### config.mk
export PLATFORM = sky130hd
export DESIGN_NAME = prs80_round
export DESIGN_NICKNAME = d
export VERILOG_FILES = /design/src/prs80_pkg.sv /design/src/prs80_round.sv
export SDC_FILE = /design/constraint.sdc
export NUM_CORES = 1
export LEC_CHECK = 0
export BUFFER_PORTS_ARGS = -buffer_cell sky130_fd_sc_hd__buf_2
export CAP_MARGIN = 20
export CORE_AREA = 2 2 134 136
export DETAILED_ROUTE_END_ITERATION = 8
export DIE_AREA = 0 0 136 138
export PLACE_DENSITY = 0.79
export SYNTH_ARGS = -nofsm -noshare
export SYNTH_HDL_FRONTEND = slang
export SYNTH_SLANG_ARGS = --single-unit
### constraint.sdc
create_clock -name i_clk -period 1.76 [get_ports i_clk]
set_clock_uncertainty 0.15 [all_clocks]
set_input_delay 0.088 -clock i_clk [delete_from_list [all_inputs] [get_ports i_clk]]
set_output_delay 0.088 -clock i_clk [all_outputs]
set_load 0.01 [all_outputs]
### src/prs80_pkg.sv
// Shared types, constants and round functions for the PRESENT-80 encrypt core.
// No dependencies; imported by every module of the core.
`default_nettype none

package prs80_pkg;

    localparam int BLK_W = 64;
    localparam int KEY_W = 80;
    localparam int RND_W = 5;
    localparam int CFG_IDX_W = 2;

    // Configuration register indexes.
    localparam logic [CFG_IDX_W-1:0] CFG_KEY_LOW  = 2'd0;
    localparam logic [CFG_IDX_W-1:0] CFG_KEY_HIGH = 2'd1;

    typedef logic [BLK_W-1:0] t_block;
    typedef logic [KEY_W-1:0] t_key;
    typedef logic [RND_W-1:0] t_rnd;

    // Handshake control between a stage and the pipeline controller.
    typedef struct packed {
        logic adv;
        logic valid;
    } t_stage_ctl;

    // The 4-bit PRESENT substitution box.
    function automatic logic [3:0] sbox(input logic [3:0] x);
        logic [3:0] y;
        case (x)
            4'h0: y = 4'hc;
            4'h1: y = 4'h5;
            4'h2: y = 4'h6;
            4'h3: y = 4'hb;
            4'h4: y = 4'h9;
            4'h5: y = 4'h0;
            4'h6: y = 4'ha;
            4'h7: y = 4'hd;
            4'h8: y = 4'h3;
            4'h9: y = 4'he;
            4'ha: y = 4'hf;
            4'hb: y = 4'h8;
            4'hc: y = 4'h4;
            4'hd: y = 4'h7;
            4'he: y = 4'h1;
            4'hf: y = 4'h2;
            default: y = 4'h0;
        endcase
        return y;
    endfunction

    // S-box layer over all sixteen nibbles.
    function automatic t_block sub_nibbles(input t_block s);
        t_block r;
        for (int n = 0; n < 16; n++) begin
            r[4*n +: 4] = sbox(s[4*n +: 4]);
        end
        return r;
    endfunction

    // Bit permutation: bit b moves to 16*(b mod 4) + b/4, which is the
    // 6-bit index with its two low bits rotated to the top; bit 63 stays.
    function automatic t_block perm_bits(input t_block s);
        t_block r;
        logic [5:0] src;
        r = '0;
        for (int b = 0; b < BLK_W; b++) begin
            src = 6'(b);
            r[{src[1:0], src[5:2]}] = s[b];
        end
        return r;
    endfunction

    // Key schedule step: rotate left by 61, S-box on the top nibble,
    // round counter into bits 19..15.
    function automatic t_key key_update(input t_key k, input t_rnd rnd);
        t_key r;
        r = {k[18:0], k[79:19]};
        r[79:76] = sbox(r[79:76]);
        r[19:15] = r[19:15] ^ rnd;
        return r;
    endfunction

endpackage

`default_nettype wire

### src/prs80_round.sv
// One PRESENT round as a pipeline stage: round key add, S-box layer,
// permutation and key schedule step. Depends on prs80_pkg.
`default_nettype none

module prs80_round
    import prs80_pkg::*;
#(
    parameter logic [4:0] RND = 5'd1
) (
    input  wire             i_clk,
    input  wire             i_rst_n,
    input  wire t_stage_ctl i_ctl,
    input  wire t_block     i_state,
    input  wire t_key       i_key,
    output logic            o_valid,
    output t_block          o_state,
    output t_key            o_key
);

    logic   r_valid;
    t_block r_state;
    t_key   r_key;
    t_block n_state;
    t_key   n_key;

    // Round datapath.
    always_comb begin
        n_state = perm_bits(sub_nibbles(i_state ^ i_key[79:16]));
        n_key   = key_update(i_key, RND);
    end

    // Valid bit is reset; payload loads whenever the pipeline advances.
    always_ff @(posedge i_clk) begin
        if (!i_rst_n) begin
            r_valid <= 1'b0;
        end else if (i_ctl.adv) begin
            r_valid <= i_ctl.valid;
        end
    end

    always_ff @(posedge i_clk) begin
        if (i_ctl.adv) begin
            r_state <= n_state;
            r_key   <= n_key;
        end
    end

    assign o_valid = r_valid;
    assign o_state = r_state;
    assign o_key   = r_key;

endmodule

`default_nettype wire

==> results of run 1 <==
[area by class of cell]
type | instances | area (um2) | area share, %
antenna | 1 | 2.50 | 0.0221
timing repair buffer | 424 | 2720 | 23.9
sequential | 145 | 4340 | 38.3
clock buffer | 20 | 457 | 4.03
inverter | 66 | 248 | 2.18
multi-input combinational | 276 | 3090 | 27.2
clock inverter | 12 | 204 | 1.80
tap | 229 | 287 | 2.53
[metrics by stage]
| step | setup WS, ps | hold WS [ps] | cell area [um2] | utilization [%] | instances |
|---|---|---|---|---|---|
| floorplan | 60.1 | 36.9 | 7630 | - | 489 |
| global placement | -20.1 | 115 | 9800 | 55.9 | 1061 |
| CTS | 11.3 | 2.45 | 11300 | 64.4 | 1175 |
| global route | 2.23 | 22.3 | 11300 | 64.7 | 1173 |
| detailed placement | -65.1 | 116 | 9800 | 55.9 | 1061 |
| finish | -4.18 | 22.7 | 11300 | 64.7 | 1173 |
[timing repair]
item / 4_1_cts / 5_1_grt
hold buffers: 82 / 0
gates resized for setup: 0 / 16
endpoints found under the hold margin: 102 / 0
endpoints found under the setup margin: 0 / 11
[worst max-delay path by stage]
stage,startpoint,endpoint,slack [ps],cells after the start
detailed placement,i_key[32],o_state[36],-70,4
global placement,i_key[49],o_state[40],-20,5
floorplan,i_key[17],o_state[32],60,5
CTS,i_key[64],o_state[44],10,5
global route,i_key[48],o_state[40],2,6
finish,i_key[20],o_state[33],-4,5
[routing by layer]
layer  GRT usage, %  share of wire (%)  wire length, um  vias up
met5              0                  0                0        -
met1           20.1                 36             6800     2704
met3           5.83                6.9             1290       44
li1               -                  -                -     2700
met4           9.38                3.6              668        0
met2           36.6                 53            10000      215
[cells in the mapped netlist, drive strengths merged]
cell    number  area [um2]
o221a       15         169
o32ai        1        8.76
o21ai       18        90.1
nand2        3        11.3
nor3b        1        7.51
xor2        33         409
a311oi       1        8.76
dfxtp        1        20.0
inv         66         248
o211ai      14         105
and3         1        6.26
ha          53         663
xnor2       49         485
o21a         2        15.0
nand3       15        75.1
mux2i       48         480
nor2b        1        6.26
buf          2        16.3
nor2         1        3.75
mux4        19         465
mux2         1        11.3
edfxtp     144        4320
[worst register-to-register path, cell delays in order, from the launching register on]
cell and delay, ps:
dfxtp_1 310, mux2i_1 130, nor2b_1 60, dlygate4sd3_1 550
[power by group]
part | leakage [nW] | switching [mW] | internal (mW)
Combinational | 3.30 | 1.35 | 1.31
Sequential | 1.42 | 0.103 | 4.33
Clock | 0.325 | 1.43 | 2.61
Total | 5.05 | 2.88 | 8.25
[kinds of logic (layout without fill, tap and decap cells)]
logic type / after synthesis / count (layout) / synth area share, %
buffers and inverters: 68 / 522 / 3.46
multiplexers: 68 / 68 / 12.5
flip-flops: 145 / 145 / 56.9
other: 0 / 1 / 0
XOR/XNOR: 82 / 82 / 11.7
adder cells (fa/ha/maj): 53 / 53 / 8.69
AND/OR/NAND/NOR: 22 / 22 / 1.44
AO/OA/AOI/OAI: 51 / 51 / 5.20
[registers in the layout, summed over array words and instances (netlist names)]
signal	count
o_state	64
o_key	80
o_valid	1
==> impl_summary.md, run 1 <==
Run status
The run finished, with violations left. The checks that failed: negative setup slack.

Drt
The count of nets left with antenna violations once routing finished came out at 0. The final route contains 5663 vias. The detailed-route DRC error count is 0. Using the TritonRoute via totals, the vias-per-cell ratio works out to 4.83.

The average routed wire per standard cell is roughly 16 um. Wires add up to approximately 19000 um. In this run, the number of DRC markers left after iteration 0 of detailed routing was roughly 150. The detailed-router iteration count before antenna repair is 4.

Floorplan
The horizontal die dimension is 136 um. The effective utilization at floorplan is between 40 and 50%. The die outline area is 18800 um2.

The total I/O pin count is slightly below 300. The area inside the core boundary is 17500 um2. The number of core rows is 49. The die height is 138 um.

Finish
In the layout the commonest cells are buf_2 (287), edfxtp_1 (144), dlygate4sd3_1 (82), inv_1 (66), ha_1 (53). The area growth from synthesis to layout is 48.7%. The total number of nets in the final design is 1131. The share of post-route cells with drive strength above 1 is between 40% and 50%. After filler insertion, the fill cell instance count of the layout stands at 1278.

The leading cell type in the layout, fill and taps excluded is buf_2.

Power
The maximum resistive drop on vdd is 0.630 mV. The overall power consumption is roughly 11 mW. The leakage power of the design is 5.05 nW. The power density over the cells is 981 nW/um2.

CTS
The H-tree was split into 4 levels. For this design, the sink count on the clock tree is roughly 150. The post-CTS setup buffer count is 0. The maximum root-to-sink buffer count is 2. Counting the buffers created by CTS gives 17. At the later pin of the worst-skew pair, clock insertion delay measures approximately 400 ps.

The master cell of the clock root buffer is clkbuf_16. The clock slew seen by the registers of the worst setup and hold paths is roughly 60 ps. The TritonCTS clock tree is built.

Critical path
The data arrival time of the critical path is 1760 ps. The capture point of the worst reg-to-reg path is o_valid. For the worst setup path, the data required time is 1760 ps. The category of the worst setup path launch point is an input port. In this run the worst path has a maximum fanout of 2. Walking the worst path, the cells encountered are dlygate4sd3_1, buf_2, xor2_1, ha_1, mux4_2. STA classifies the critical path endpoint as a flip-flop. The kind of cell with the highest combined delay along the critical path is buffers and inverters. The buffers plus inverters on the worst setup path is 2.

The worst register-to-register path has a depth of 3. The startpoint of the most critical register-to-register path is o_valid. The register-to-register path setup slack is approximately 450 ps.

The critical path in this run is classified as input port to flip-flop. The slowest library cell on the worst path is dlygate4sd3_1. The critical path's largest stage delay is around 540 ps.

Yosys
In this run, distinct cell masters in the synthesized netlist total 28. After synthesis the netlist holds a flip-flop and latch count of around 150. The number of warning messages in the yosys log is 0. The post-synthesis instance area is around 7600 um2. The cell count after synthesis is 489. A synthesized cell averages between 15 and 20 um2.

The net count after synthesis is between 600 and 700. Summing the sequential cell areas from Yosys gives between 50% and 60% of the chip area.

STA
Setup repair after global routing left no endpoint under its margin. The smallest clock period supported by the final layout is computed as 1760 ps. Timing would allow up to 567 MHz. In the final timing run, aggregate negative setup slack is -4.18 ps. The number of max-slew violations in the final report is 0. Headroom to the max-slew limit came out at 60.1%.

The share of the cycle needed by the critical path after routing is 100%. The actual slew at the worst max-slew pin is approximately 600 ps. The count of final setup violators is 1. The worst setup slack after layout is -4.18 ps.

The count of endpoints failing hold in the final timing report is 0.

Placed design
The last weighted congestion value of the routability-driven placer is 0.798. The half-perimeter wire length after detailed placement is 13300 um. Input and output buffers added on the ports amount to 292.

Job
The number of max-cap violations is 0.

Global routing
The wire length of the first global-routing pass is roughly 29000 um. The number of antenna violations at the first check in global routing is 1. The aggregate global-route resource usage is 19.8%. The total overflow left after global routing is 0.

Entering global routing, the biggest net connects 45 pins. The number of global-route vias before repair is 5938.

Min path
The worst hold path belongs to the class input port to flip-flop. The worst hold path was traced through 3 stages. In this run the most critical hold path is launched from i_state[31]. The path with the worst hold slack has its endpoint at o_state[55].
No activity file was read; power rests on OpenSTA's default activity.
==> run 2, diff against run 1 <==
Settings changed: CELL_PAD_IN_SITES_DETAIL_PLACEMENT from default to 0, CELL_PAD_IN_SITES_GLOBAL_PLACEMENT from default to 1, CORE_AREA 2 2 134 136 to 2 2 149 151, DIE_AREA 0 0 136 138 to 0 0 151 153, PLACE_DENSITY 0.79 to 0.8.
==> impl_summary.md, run 2 (synthesis results as in run 1) <==
Drt
The detailed-route DRC error count is 0. The number of antenna-violating nets in the routed design is 0. The post-detailed-route via-to-cell ratio is between 4 and 5.

The average routed wire per standard cell is ~14 um. The first-iteration detailed-routing DRC count is 184. The routed design has 17900 um of wire. The vias after detailed routing is 5545. Before antenna repair, the detailed router went through 4 iterations.

Min path
For hold timing, the worst endpoint is o_state[11]. Along the worst hold path, the cell count comes to 3. In this run the most critical hold path is launched from i_state[47]. The class of the tightest hold or removal check is input port to flip-flop.

STA
The count of final setup violators is 1. The fmax is 568 MHz. The count of endpoints failing hold in the final timing report is 0. Once routing completed, OpenROAD measured the worst setup slack at -0.561 ps. The share of the cycle needed by the critical path after routing is 100%. The worst slew margin relative to its limit is approximately 72%. The number of max-slew violations in the final report is 0.

The actual slew at the worst max-slew pin is 418 ps. The final critical delay including setup and external delays is 1760 ps.

Power
The switching share of total power is between 20% and 30%. In this run, the combinational gates consume 24.9% of the power. The switching component of the power is 2.83 mW. The power density over the cells is 937 nW/um2. Registers are responsible for around two fifths of the overall power. Internal power comes to 7.92 mW. The leakage power of the design is just over 5 nW. The maximum resistive drop on vdd is 0.603 mV. The portion of total power attributed to the clock network is 34.0%.

Critical path
In this run the critical register-to-register path is captured at o_valid. STA classifies the critical path startpoint as an input port. The data arrival time of the critical path is 1750 ps. The register-to-register path setup slack is ~440 ps. The type of the worst setup path is input port to flip-flop. At the worst endpoint, the required time is 1750 ps.

The largest fanout on the critical path is 4. STA classifies the critical path endpoint as a flip-flop. The cell depth of the worst flop-to-flop path is 3.

The startpoint identified for the worst register-to-register timing path is o_valid.

CTS
The longest clock path from root to sink contains 2 buffers. The later pin in the worst-skew pair is clocked with a latency of 410 ps. The TritonCTS clock tree is built. In this run the clock root is driven by a clkbuf_16. Clock tree synthesis found a total of between 100 and 150 sinks. In this run the post-CTS setup repair buffer count came out at 0. In this run, CTS created clock tree buffers numbering 17. The clock slew seen by the registers of the worst setup and hold paths is 60 ps. CTS built an H-tree with a depth of 4.

Finish
The multi-input logic area is 3100 um2. The non-filler instance count after layout is between 1000 and 1500. At the end of the flow, the number of nets in the layout was 1148. The library cell used most frequently in the layout, excluding fill and tap cells, is buf_2. The post-route netlist has 46.6% of its cells at a drive strength greater than 1.

In the layout the commonest cells are buf_2 (288), edfxtp_1 (144), dlygate4sd3_1 (81), buf_4 (68), inv_1 (65). The register with the most flip-flops in the layout has 80 of them. The diode insertion count for antenna repair is 0.

The total of fill cells in the finished design is approximately 1900. The area added between synthesis and finish is 50.3%. In the final layout, flip-flops and latches occupy 4340 um2. The total non-filler cell area in the finished layout is 11500 um2. Measured on the finished design, the core utilization comes to 53.4%.

Global routing
Entering global routing, the biggest net connects 35 pins. The aggregate global-route resource usage is 15.3%. After global routing the overflow that remains totals 0. The first global-routing pass estimated 27800 um of wire. The number of global-route vias before repair came to roughly 5700. The number of antenna violations at the first check in global routing was 0.

Floorplan
During I/O placement, the number of pins put on the boundary was a little under 300. The number of core rows is 54. The area inside the core boundary is 21500 um2. For this configuration, the core starts out at a cell density of 35.5%. The die outline area is approximately 23000 um2. The die height is 153 um. The horizontal die dimension is 151 um.

Job
Across the run, the number of max-cap violations was 0.

Run status
The flow ran to the end, but the final reports show violations. The checks that failed: negative setup slack.

Placed design
Summing all placed instances gives a cell area of 9970 um2. Once placement completed, the tool counted placed cells totaling 1128. Routability-driven placement finished with a final weighted congestion of 0.779.

Buffers placed on the I/O ports in this run total 292. Once detailed placement completed, the half-perimeter wirelength came to 13100 um.
[run 2: cell types whose count changed in the layout (fill, tap and decap cells not counted), sizes merged]
cell | previous run | this run
buf | 342 | 360
bufinv | 5 | 3
clkinv | 4 | 5
clkinvlp | 0 | 1
diode | 1 | 0
dlygate4sd3 | 82 | 81
[run 2: metrics by stage]
| stage | worst slack [ps] | power, mW | hold slack (ps) | setup TNS (ps) |
|---|---|---|---|---|
| after floorplan | 60.1 | 5.83 | 36.9 | 0 |
| after global placement | -22.0 | 6.97 | 115 | -22.1 |
| after detailed placement | -43.4 | 7.01 | 116 | -172 |
| after CTS | 4.87 | 10.9 | 1.90 | 0 |
| after global routing | -0.852 | 11.3 | 40.5 | -0.852 |
| final | -0.561 | 10.7 | 6.92 | -0.561 |
[run 2: worst max-delay path by stage]
stage | from | to | slack, ps | depth (start not counted)
after global placement | i_key[69] | o_state[45] | -20 | 5
after detailed placement | i_key[65] | o_state[44] | -40 | 5
final | i_key[52] | o_state[41] | -0.6 | 6
after CTS | i_key[60] | o_state[27] | 5 | 6
after floorplan | i_key[17] | o_state[32] | 60 | 5
after global routing | i_key[52] | o_state[41] | -0.9 | 6
[run 2: critical path, stage by stage]
cell,delay [ps]
dlygate4sd3_1,550
buf_2,150
xor2_2,180
buf_4,160
ha_1,180
mux4_2,450
[run 2: power groups by stage]
stage	logic, mW	registers, mW	clock network, mW
after CTS	2.67	4.42	3.77
after detailed placement	2.52	4.49	0
final	2.67	4.42	3.65
after floorplan	1.08	4.74	0
after global placement	2.48	4.48	0
after global routing	2.96	4.46	3.90
[run 2: metal layers]
layer	global-route usage, %	share of wire [%]	vias to the layer above
met5	0	0	-
met4	6.14	2.5	0
met3	4.36	7.4	27
met2	26.5	50	190
met1	17.9	40	2599
li1	-	-	2729
[run 2: area by class of cell]
cell class | instances | share of cell area [%]
flip-flops and latches | 145 | 37.9
multi-input cells | 276 | 27.0
repair buffers | 441 | 24.7
clock buffers | 20 | 3.81
well taps | 280 | 3.06
inverters | 66 | 2.16
clock inverters | 12 | 1.37
[run 2: timing repair]
item                                    in CTS  in global routing
endpoints found under the setup margin       0                 12
hold endpoints to repair                   109                  0
hold buffers                                82                  0
gates resized for setup                      0                 18
