==> config.mk <==
export PLATFORM = sky130hd
export DESIGN_NAME = prs80_keyreg
export DESIGN_NICKNAME = d
export VERILOG_FILES = /design/src/prs80_pkg.sv /design/src/prs80_keyreg.sv
export SDC_FILE = /design/constraint.sdc
export NUM_CORES = 1
export LEC_CHECK = 0
export BUFFER_PORTS_ARGS = -buffer_cell sky130_fd_sc_hd__buf_2
export CAP_MARGIN = 20
export CORE_AREA = 8 8 93 95
export DETAILED_ROUTE_END_ITERATION = 8
export DIE_AREA = 0 0 101 103
export GPL_ROUTABILITY_DRIVEN = 0
export PLACE_DENSITY = 0.78
export SLEW_MARGIN = 40
export SYNTH_ARGS = -nofsm -noshare
export SYNTH_HDL_FRONTEND = slang
export SYNTH_SLANG_ARGS = --single-unit
==> constraint.sdc <==
create_clock -name i_clk -period 1.13 [get_ports i_clk]
set_input_delay 0.0565 -clock i_clk [delete_from_list [all_inputs] [get_ports i_clk]]
set_output_delay 0.0565 -clock i_clk [all_outputs]
set_load 0.005 [all_outputs]
==> src/prs80_pkg.sv <==
// Shared types, constants and round functions for the PRESENT-80 encrypt core.
// No dependencies; imported by every module of the core.
`default_nettype none

package prs80_pkg;

    localparam int BLK_W = 64;
    localparam int KEY_W = 80;
    localparam int RND_W = 5;
    localparam int CFG_IDX_W = 2;

    // Configuration register indexes.
    localparam logic [CFG_IDX_W-1:0] CFG_KEY_LOW  = 2'd0;
    localparam logic [CFG_IDX_W-1:0] CFG_KEY_HIGH = 2'd1;

    typedef logic [BLK_W-1:0] t_block;
    typedef logic [KEY_W-1:0] t_key;
    typedef logic [RND_W-1:0] t_rnd;

    // Handshake control between a stage and the pipeline controller.
    typedef struct packed {
        logic adv;
        logic valid;
    } t_stage_ctl;

    // The 4-bit PRESENT substitution box.
    function automatic logic [3:0] sbox(input logic [3:0] x);
        logic [3:0] y;
        case (x)
            4'h0: y = 4'hc;
            4'h1: y = 4'h5;
            4'h2: y = 4'h6;
            4'h3: y = 4'hb;
            4'h4: y = 4'h9;
            4'h5: y = 4'h0;
            4'h6: y = 4'ha;
            4'h7: y = 4'hd;
            4'h8: y = 4'h3;
            4'h9: y = 4'he;
            4'ha: y = 4'hf;
            4'hb: y = 4'h8;
            4'hc: y = 4'h4;
            4'hd: y = 4'h7;
            4'he: y = 4'h1;
            4'hf: y = 4'h2;
            default: y = 4'h0;
        endcase
        return y;
    endfunction

    // S-box layer over all sixteen nibbles.
    function automatic t_block sub_nibbles(input t_block s);
        t_block r;
        for (int n = 0; n < 16; n++) begin
            r[4*n +: 4] = sbox(s[4*n +: 4]);
        end
        return r;
    endfunction

    // Bit permutation: bit b moves to 16*(b mod 4) + b/4, which is the
    // 6-bit index with its two low bits rotated to the top; bit 63 stays.
    function automatic t_block perm_bits(input t_block s);
        t_block r;
        logic [5:0] src;
        r = '0;
        for (int b = 0; b < BLK_W; b++) begin
            src = 6'(b);
            r[{src[1:0], src[5:2]}] = s[b];
        end
        return r;
    endfunction

    // Key schedule step: rotate left by 61, S-box on the top nibble,
    // round counter into bits 19..15.
    function automatic t_key key_update(input t_key k, input t_rnd rnd);
        t_key r;
        r = {k[18:0], k[79:19]};
        r[79:76] = sbox(r[79:76]);
        r[19:15] = r[19:15] ^ rnd;
        return r;
    endfunction

endpackage

`default_nettype wire

==> src/prs80_keyreg.sv <==
// Configuration registers holding the 80-bit cipher key.
// Depends on prs80_pkg.
`default_nettype none

module prs80_keyreg
    import prs80_pkg::*;
(
    input  wire                 i_clk,
    input  wire                 i_rst_n,
    input  wire                 i_cfg_valid,
    output logic                o_cfg_ready,
    input  wire [CFG_IDX_W-1:0] i_cfg_index,
    input  wire [63:0]          i_cfg_data,
    output t_key                o_key
);

    logic [63:0] r_key_low;
    logic [15:0] r_key_high;

    assign o_cfg_ready = 1'b1;

    // Register writes; unknown indexes are dropped.
    always_ff @(posedge i_clk) begin
        if (!i_rst_n) begin
            r_key_low  <= '0;
            r_key_high <= '0;
        end else if (i_cfg_valid) begin
            case (i_cfg_index)
                CFG_KEY_LOW:  r_key_low  <= i_cfg_data;
                CFG_KEY_HIGH: r_key_high <= i_cfg_data[15:0];
                default: ;
            endcase
        end
    end

    assign o_key = {r_key_high, r_key_low};

endmodule

`default_nettype wire

==> results of run 1 <==
repair_timing:
action	CTS	global route
hold endpoints to repair	68	0
endpoints found under the setup margin	0	0
hold buffers	62	0
cells in the mapped netlist (all sizes together):
library cell  instances
nand3b                1
dfxtp                80
mux2i                80
buf                  22
nand2               144
clkbuf                4
nor3b                 1
conb                  1
cell families after synthesis:
kind of cell	after synthesis	share of synthesized area [%]
AND/OR/NAND/NOR	146	17.5
multiplexers	80	25.0
flip-flops	80	50.0
buffers and inverters	26	7.42
other	1	0.117
power breakdown:
part | internal [mW] | total [mW] | switching [mW]
Sequential | 2.92 | 2.97 | 0.0507
Combinational | 0.427 | 0.759 | 0.332
Clock | 1.08 | 2.06 | 0.980
final timing paths:
| check | cells after the start | start | end |
|---|---|---|---|
| setup / recovery | 1 | r_key_low[13] | o_key[13] |
| hold / removal | 3 | i_cfg_data[8] | r_key_high[8] |
| setup reg to reg | 2 | r_key_low[11] | r_key_low[11] |
| hold reg to reg | 2 | r_key_low[60] | r_key_low[60] |
flip-flops by register name (all words and copies together), names as in the netlist:
signal,count
r_key_high,16
r_key_low,64
cell type report:
cell class | count | share of cell area, %
flip-flops and latches | 80 | 33.7
repair buffers | 215 | 30.8
multi-input cells | 227 | 28.8
clock buffers | 11 | 2.97
well taps | 99 | 2.60
clock inverters | 5 | 1.18
routing by layer:
metal,GRT usage (%),wire (µm),vias to the layer above
li1,-,-,1471
met1,18.2,3700,1358
met2,31.3,4570,107
met3,6.82,808,12
met4,6.30,121,0
met5,0,0,-
through the flow:
stage / setup slack [ns] / total power [mW] / utilization (%) / instances / area (µm²)
2_1_floorplan: 0.306 / 3.36 / - / 333 / 3200
3_3_place_gp: 0.0989 / 3.59 / 55.2 / 559 / 3940
3_5_place_dp: 0.0383 / 3.62 / 55.2 / 559 / 3940
4_1_cts: 0.238 / 5.84 / 66.7 / 637 / 4760
5_1_grt: 0.201 / 6.04 / 66.7 / 637 / 4760
6_report: 0.251 / 5.79 / 66.7 / 637 / 4760
==> reports/metrics.cfg, run 1 <==
[clock_tree]
cts_buffer_depth = 2
clkSinkCount = 80
cts_resized = 0
cts_tree = done
cts_made_buffers = 9
htreeDepth = 3
cts_root_buffer = clkbuf_8
cts_setup_buffers = 0
clk_latency_ns = 0.33
clkTransAtPathRegs_ns = 0.08

[global_route]
grt_usage_pct = 17.5
grt_overflow = 0
grt_pass1_wl_mm = 14.6
first_global_vias = 3110
grt_max_degree = 76
antenna_found_initial = 0

[timing]
fin_skew_ns = 0
grt_setup_unrepaired = no
tns_ns = 0
slew_viol_final = 0
finalSetupViolCount = 0
max_freq_mhz = 1140
fin_crit_ns = 0.879
hold_violations = 0
fin_hold_ws_ns = 0.0139
finalCritPeriodShare_pct = 77.8

[final_layout]
seq_area_um2 = 1600
mostFrequentLayoutCells = 147 x buf_2, 144 x nand2_1, 80 x mux2i_1, 80 x dfxtp_1, 62 x dlygate4sd3_1
n_fill_cell = 580
area_growth_pct = 48.5
layout-drive-gt1-share_pct = 31.4
layout_commonest_cell = buf_2
nets = 602
multi_input_area_um2 = 1370
insertedDiodeCount = 0

[setup_path]
cp_max_fo = 2
slowest_delay_ns = 0.37
crit_path_end_kind = primary output
cp_top_family = flip-flops
critPathKind = reg -> out
worstSetupStartpointType = flip-flop
worstPathBufferInverterCount = 1
slowest_stage = dfxtp_1
rrSetupSlack_ns = 0.47
critPathArrivalTime_ns = 0.82
crit_chain = buf_2
required_ns = 1.07

[placement]
port_buffers = 148
hpwl_mm = 5.85

[routing]
via_count = 2948
drc_errors = 0
wirelength_mm = 9.19
via_per_inst = 4.63
antenna_left = 0
first_pass_iters = 4
detail_route.wl_per_cell_um = 14.4
drt-initial-drc-count = 85

[pwr]
powerDensity_nw_per_um2 = 1220
ir_worst_vdd_uv = 693
p_leak_nw = 2.30

[floorplan]
die_area_um2 = 10400
io_pins = 150
core_area_um2 = 7140
fp.dieW_um = 101
start_util_pct = 44.9
rows = 31
die_height_um = 103

[synthesis]
syn_area_per_cell_um2 = 9.62
netlist_top_cells_area = dfxtp_1 50%, mux2i_1 25%, nand2_1 17%
yosys_warnings = 0
ys_ff_latch = 80
synth_seq_area_share_pct = 50.0
synth_area_leader_cell = dfxtp_1
synth_cell_types = 11
synthCells = 333
syn-cell-area_um2 = 3200
syn_nets = 402
synth_top_area_share_pct = 50.0

[job]
cap_violations = 0

[run_status]
outcome = finished, final reports clean

[worst_hold_path]
hold_class = in -> reg

(Power assumes the default switching activity.)
==> run 2, diff against run 1 <==
CORE_AREA = 8 8 97 99   (was 8 8 93 95)
DIE_AREA = 0 0 105 107   (was 0 0 101 103)
PLACE_DENSITY = 0.74   (was 0.78)
clock period = 0.8 ns   (was 1.13 ns; I/O delays follow)
==> run 2 against run 1 <==
Against the previous run:
- cell count grew 3.8%
- hold slack improved by 0.19 ns
- setup slack worse by 0.29 ns
- clock skew is the same
- first-iteration DRC count fell by 25%
- the run now ends with negative setup slack left
- clock power grew 29%
- sequential power is 43% higher
- critical path depth unchanged
- design area up 13%
==> reports/metrics.cfg, run 2 (synthesized netlist as in run 1, its figures left out) <==
[run_status]
outcome = finished, violations left
violations = negative setup slack

[final_layout]
fin_cells = 661
largest_register_ff_count = 64
utilization_pct = 68.1
regMostFlops = r_key_low
layout-drive-gt1-share_pct = 47.7
n_fill_cell = 557
nets = 620
reg.largest.list = r_key_low (64), r_key_high (16)
layout_commonest_cell = nand2_1
stdcell_area_um2 = 5400
area_growth_pct = 68.5
mostFrequentLayoutCells = 144 x nand2_1, 83 x buf_2, 80 x mux2i_1, 80 x dfxtp_2
insertedDiodeCount = 0

[timing]
grt_setup_unrepaired = yes
fin_skew_ns = 0
max_freq_mhz = 1200
hold_violations = 0
fin_hold_ws_ns = 0.201
tns_ns = -1.66
finalSetupViolCount = 80
fin_ws_ns = -0.0368
fin_crit_ns = 0.837
finalCritPeriodShare_pct = 105
slew_viol_final = 0

[global_route]
busiest_layer = met2
antenna_found_initial = 0
grt_pass1_wl_mm = 15.0
grtUsageMet1_pct = 17.0
use_met3_pct = 6.66
grt_overflow = 0
grt_max_degree = 69
grt_usage_pct = 16.1
met2_usage_pct = 28.4
first_global_vias = 3116

[routing]
drt-initial-drc-count = 64
antenna_left = 0
via_count = 3062
detail_route.wl_per_cell_um = 15.5
drc_errors = 0
wirelength_mm = 10.3
via_per_inst = 4.63
first_pass_iters = 4

[setup_path]
cp_top_family = flip-flops
crit_chain = buf_6
critPathArrivalTime_ns = 0.80
required_ns = 0.76
critPathKind = reg -> out
slowest_stage = dfxtp_2
worstPathBufferInverterCount = 1
crit_path_end_kind = primary output
rrSetupSlack_ns = 0.09
cp_max_fo = 2
worstSetupStartpointType = flip-flop
slowest_delay_ns = 0.36

[floorplan]
fp.dieW_um = 105
start_util_pct = 40.4
die_height_um = 107
core_area_um2 = 7930
rows = 33
die_area_um2 = 11200
io_pins = 150

[clock_tree]
htreeDepth = 3
cts_made_buffers = 9
cts_root_buffer = clkbuf_8
clk_latency_ns = 0.34
cts_buffer_depth = 2
clkSinkCount = 80
clkTransAtPathRegs_ns = 0.09
cts_tree = done

[pwr]
ir_worst_vdd_uv = 934
p_leak_nw = 2.46
powerDensity_nw_per_um2 = 1510
p_total_mw = 8.16

[placement]
port_buffers = 148
dp_cells = 566
placed_area_um2 = 3960
pre_cts_slack_ns = -0.317
hpwl_mm = 5.98

[worst_hold_path]
hold_class = in -> reg

[job]
cap_violations = 0

-- run 2: cell count changes in the layout (fill, tap and decap cells not counted) --
cell,change
buf_2,-64
buf_6,+64
buf_4,+15
clkinvlp_4,+2
dfxtp_2,+80
clkbuf_8,-1
inv_6,+1
clkinv_2,-1
clkbuf_16,+1
dfxtp_1,-80
bufinv_16,-1
dlygate4sd3_1,+2
-- run 2: final timing paths --
check | startpoint | end | cells past startpoint
max | r_key_low[11] | o_key[11] | 1
min | i_rst_n | r_key_low[21] | 4
max reg2reg | r_key_low[55] | r_key_low[55] | 3
min reg2reg | r_key_low[4] | r_key_low[4] | 2
-- run 2: layout make-up --
| cell class | count | area, µm² | share of cell area [%] |
|---|---|---|---|
| Multi-Input combinational cell | 227 | 1370 | 25.4 |
| Tap cell | 105 | 131 | 2.43 |
| Timing Repair Buffer | 233 | 2020 | 37.5 |
| Sequential cell | 80 | 1700 | 31.5 |
| Clock inverter | 6 | 45.0 | 0.834 |
| Clock buffer | 10 | 128 | 2.36 |
-- run 2: per-layer routing --
layer | share of wire [%] | vias up
li1 | - | 1501
met1 | 40 | 1432
met2 | 51 | 117
met3 | 7.9 | 12
met4 | 1.3 | 0
met5 | 0 | -
-- run 2: where the power goes --
group / leakage, nW / internal (mW) / total (mW) / switching, mW
sequential: 0.687 / 4.15 / 4.24 / 0.0980
combinational: 1.70 / 0.771 / 1.27 / 0.499
clock: 0.0789 / 1.14 / 2.65 / 1.51
-- run 2: repair_timing --
| action | 4_1_cts | 5_1_grt |
|---|---|---|
| gates cloned | 0 | 1 |
| setup buffers | 2 | 12 |
| setup endpoints to repair | 80 | 81 |
| pin swaps | 0 | 1 |
| hold buffers | 64 | 0 |
| resized for setup | 104 | 40 |
| hold endpoints to repair | 80 | 0 |
==> run 3, diff against run 2 <==
REMOVE_ABC_BUFFERS = 1   (was not set)
==> run 3 against run 2 <==
Against the previous run:
- fmax rose by 0.57%
- the flow still finishes with violations (negative setup slack)
- flip-flop and latch count unchanged
- non-clock buffer count is 15 higher
- global-route usage grew 0.32 points
- via count increased by 1.0%
- critical path depth did not move
- power is 1.2% higher
- hold slack got worse by 0.16 ns
==> reports/metrics.cfg, run 3 (synthesized netlist as in run 1, its figures left out) <==
[final_layout]
regMostFlops = r_key_low
largest_register_ff_count = 64
mostFrequentLayoutCells = 143 x nand2_1, 84 x buf_2, 80 x mux2i_1, 80 x dfxtp_2, 65 x buf_6
layout-drive-gt1-share_pct = 49.2
nets = 635
layout_commonest_cell = nand2_1
reg.largest.list = r_key_low (64), r_key_high (16)
insertedDiodeCount = 0
n_fill_cell = 588
area_growth_pct = 72.7

[placement]
port_buffers = 148
hpwl_mm = 6.19

[setup_path]
crit_chain = buf_6
rrSetupSlack_ns = 0.02
worstSetupStartpointType = flip-flop
crit-reg2reg-launch = r_key_low[31]
ff2ff_path_depth = 4
cp.depth = 1
slowest_delay_ns = 0.36
cp_top_family = flip-flops
critPathArrivalTime_ns = 0.79
required_ns = 0.76
cp_max_fo = 2
r2r-end = r_key_low[31]
worstPathBufferInverterCount = 1
slowest_stage = dfxtp_2
critPathKind = reg -> out
crit_path_end_kind = primary output

[pwr]
switchingPower_mw = 2.01
powerDensity_nw_per_um2 = 1490
ir_worst_vdd_uv = 912
swShare_pct = 24.3
p_leak_nw = 2.55
power.internal_mw = 6.26
p_comb_share_pct = 16.0
seqPwrFrac_pct = 51.4
clkPwrFrac_pct = 32.7

[routing]
via_count = 3094
via_per_inst = 4.58
detail_route.wl_per_cell_um = 15.2
drt-initial-drc-count = 121
antenna_left = 0
wirelength_mm = 10.3
first_pass_iters = 4
drc_errors = 0

[run_status]
violations = negative setup slack
outcome = finished, violations left

[timing]
fin_hold_ws_ns = 0.0385
hold_violations = 0
finalCritPeriodShare_pct = 104
grt_setup_unrepaired = yes
fin_ws_ns = -0.0320
fin_crit_ns = 0.832
max_freq_mhz = 1200
slew_viol_final = 0
fin_skew_ns = 0
tns_ns = -1.14
finalSetupViolCount = 77

[clock_tree]
cts_buffer_depth = 2
htreeDepth = 3
clk_latency_ns = 0.33
cts_tree = done
clkTransAtPathRegs_ns = 0.08
cts_root_buffer = clkbuf_8
clkSinkCount = 80
cts_made_buffers = 9

[global_route]
first_global_vias = 3167
grt_overflow = 0
grt_pass1_wl_mm = 15.2
grt_max_degree = 49
grt_usage_pct = 16.4
antenna_found_initial = 0

[job]
cap_violations = 0

[floorplan]
fp.dieW_um = 105
io_pins = 150
die_height_um = 107
core_area_um2 = 7930
start_util_pct = 40.4
rows = 33
die_area_um2 = 11200

[worst_hold_path]
hold_class = in -> reg
hold_start = i_rst_n
whs_path_depth = 3
holdPathEnd = r_key_low[56]

-- run 3: how the worst max path moves through the flow --
| stage | from | endpoint |
|---|---|---|
| 5_1_grt | r_key_low[34] | o_key[34] |
| 3_3_place_gp | i_cfg_index[0] | r_key_low[18] |
| 4_1_cts | r_key_low[14] | o_key[14] |
| 6_report | r_key_low[34] | o_key[34] |
| 3_5_place_dp | i_cfg_index[0] | r_key_low[18] |
| 2_1_floorplan | i_cfg_index[0] | r_key_low[0] |
-- run 3: metal layers --
layer / GRT usage, % / share of wire [%] / vias to the layer above
li1: - / - / 1531
met1: 16.0 / 37 / 1455
met2: 30.4 / 54 / 94
met3: 7.56 / 6.9 / 14
met4: 5.10 / 1.9 / 0
met5: 0 / 0 / -
-- run 3: timing repair --
action | 4_1_cts | 5_1_grt
hold buffers | 64 | 0
endpoints found under the setup margin | 80 | 80
endpoints found under the hold margin | 80 | 0
buffers inserted | 6 | 13
resized for setup | 97 | 49
-- run 3: power groups by stage --
stage	logic, mW	registers, mW	clock network (mW)
2_1_floorplan	0.326	4.29	0
3_3_place_gp	0.852	4.28	0
3_5_place_dp	0.876	4.28	0
4_1_cts	1.17	4.22	2.79
5_1_grt	1.42	4.26	3.00
6_report	1.32	4.25	2.70
-- run 3: layout make-up --
class / count / area (µm²) / share of cell area, %
Clock buffer: 12 / 155 / 2.80
Clock inverter: 4 / 28.8 / 0.520
Multi-Input combinational cell: 227 / 1370 / 24.8
Sequential cell: 80 / 1700 / 30.7
Tap cell: 105 / 131 / 2.37
Timing Repair Buffer: 248 / 2140 / 38.7
-- run 3: metrics by stage --
| stage | utilization (%) | power [mW] | worst slack (ns) | instance area, µm² | cells |
|---|---|---|---|---|---|
| floorplan | - | 4.62 | -3.27 | 2970 | 307 |
| global placement | 51.2 | 5.13 | -0.225 | 4060 | 577 |
| detailed placement | 51.2 | 5.16 | -0.251 | 4060 | 577 |
| CTS | 64.9 | 8.18 | -0.0475 | 5140 | 663 |
| global route | 69.8 | 8.68 | -0.0832 | 5530 | 676 |
| finish | 69.8 | 8.27 | -0.0320 | 5530 | 676 |
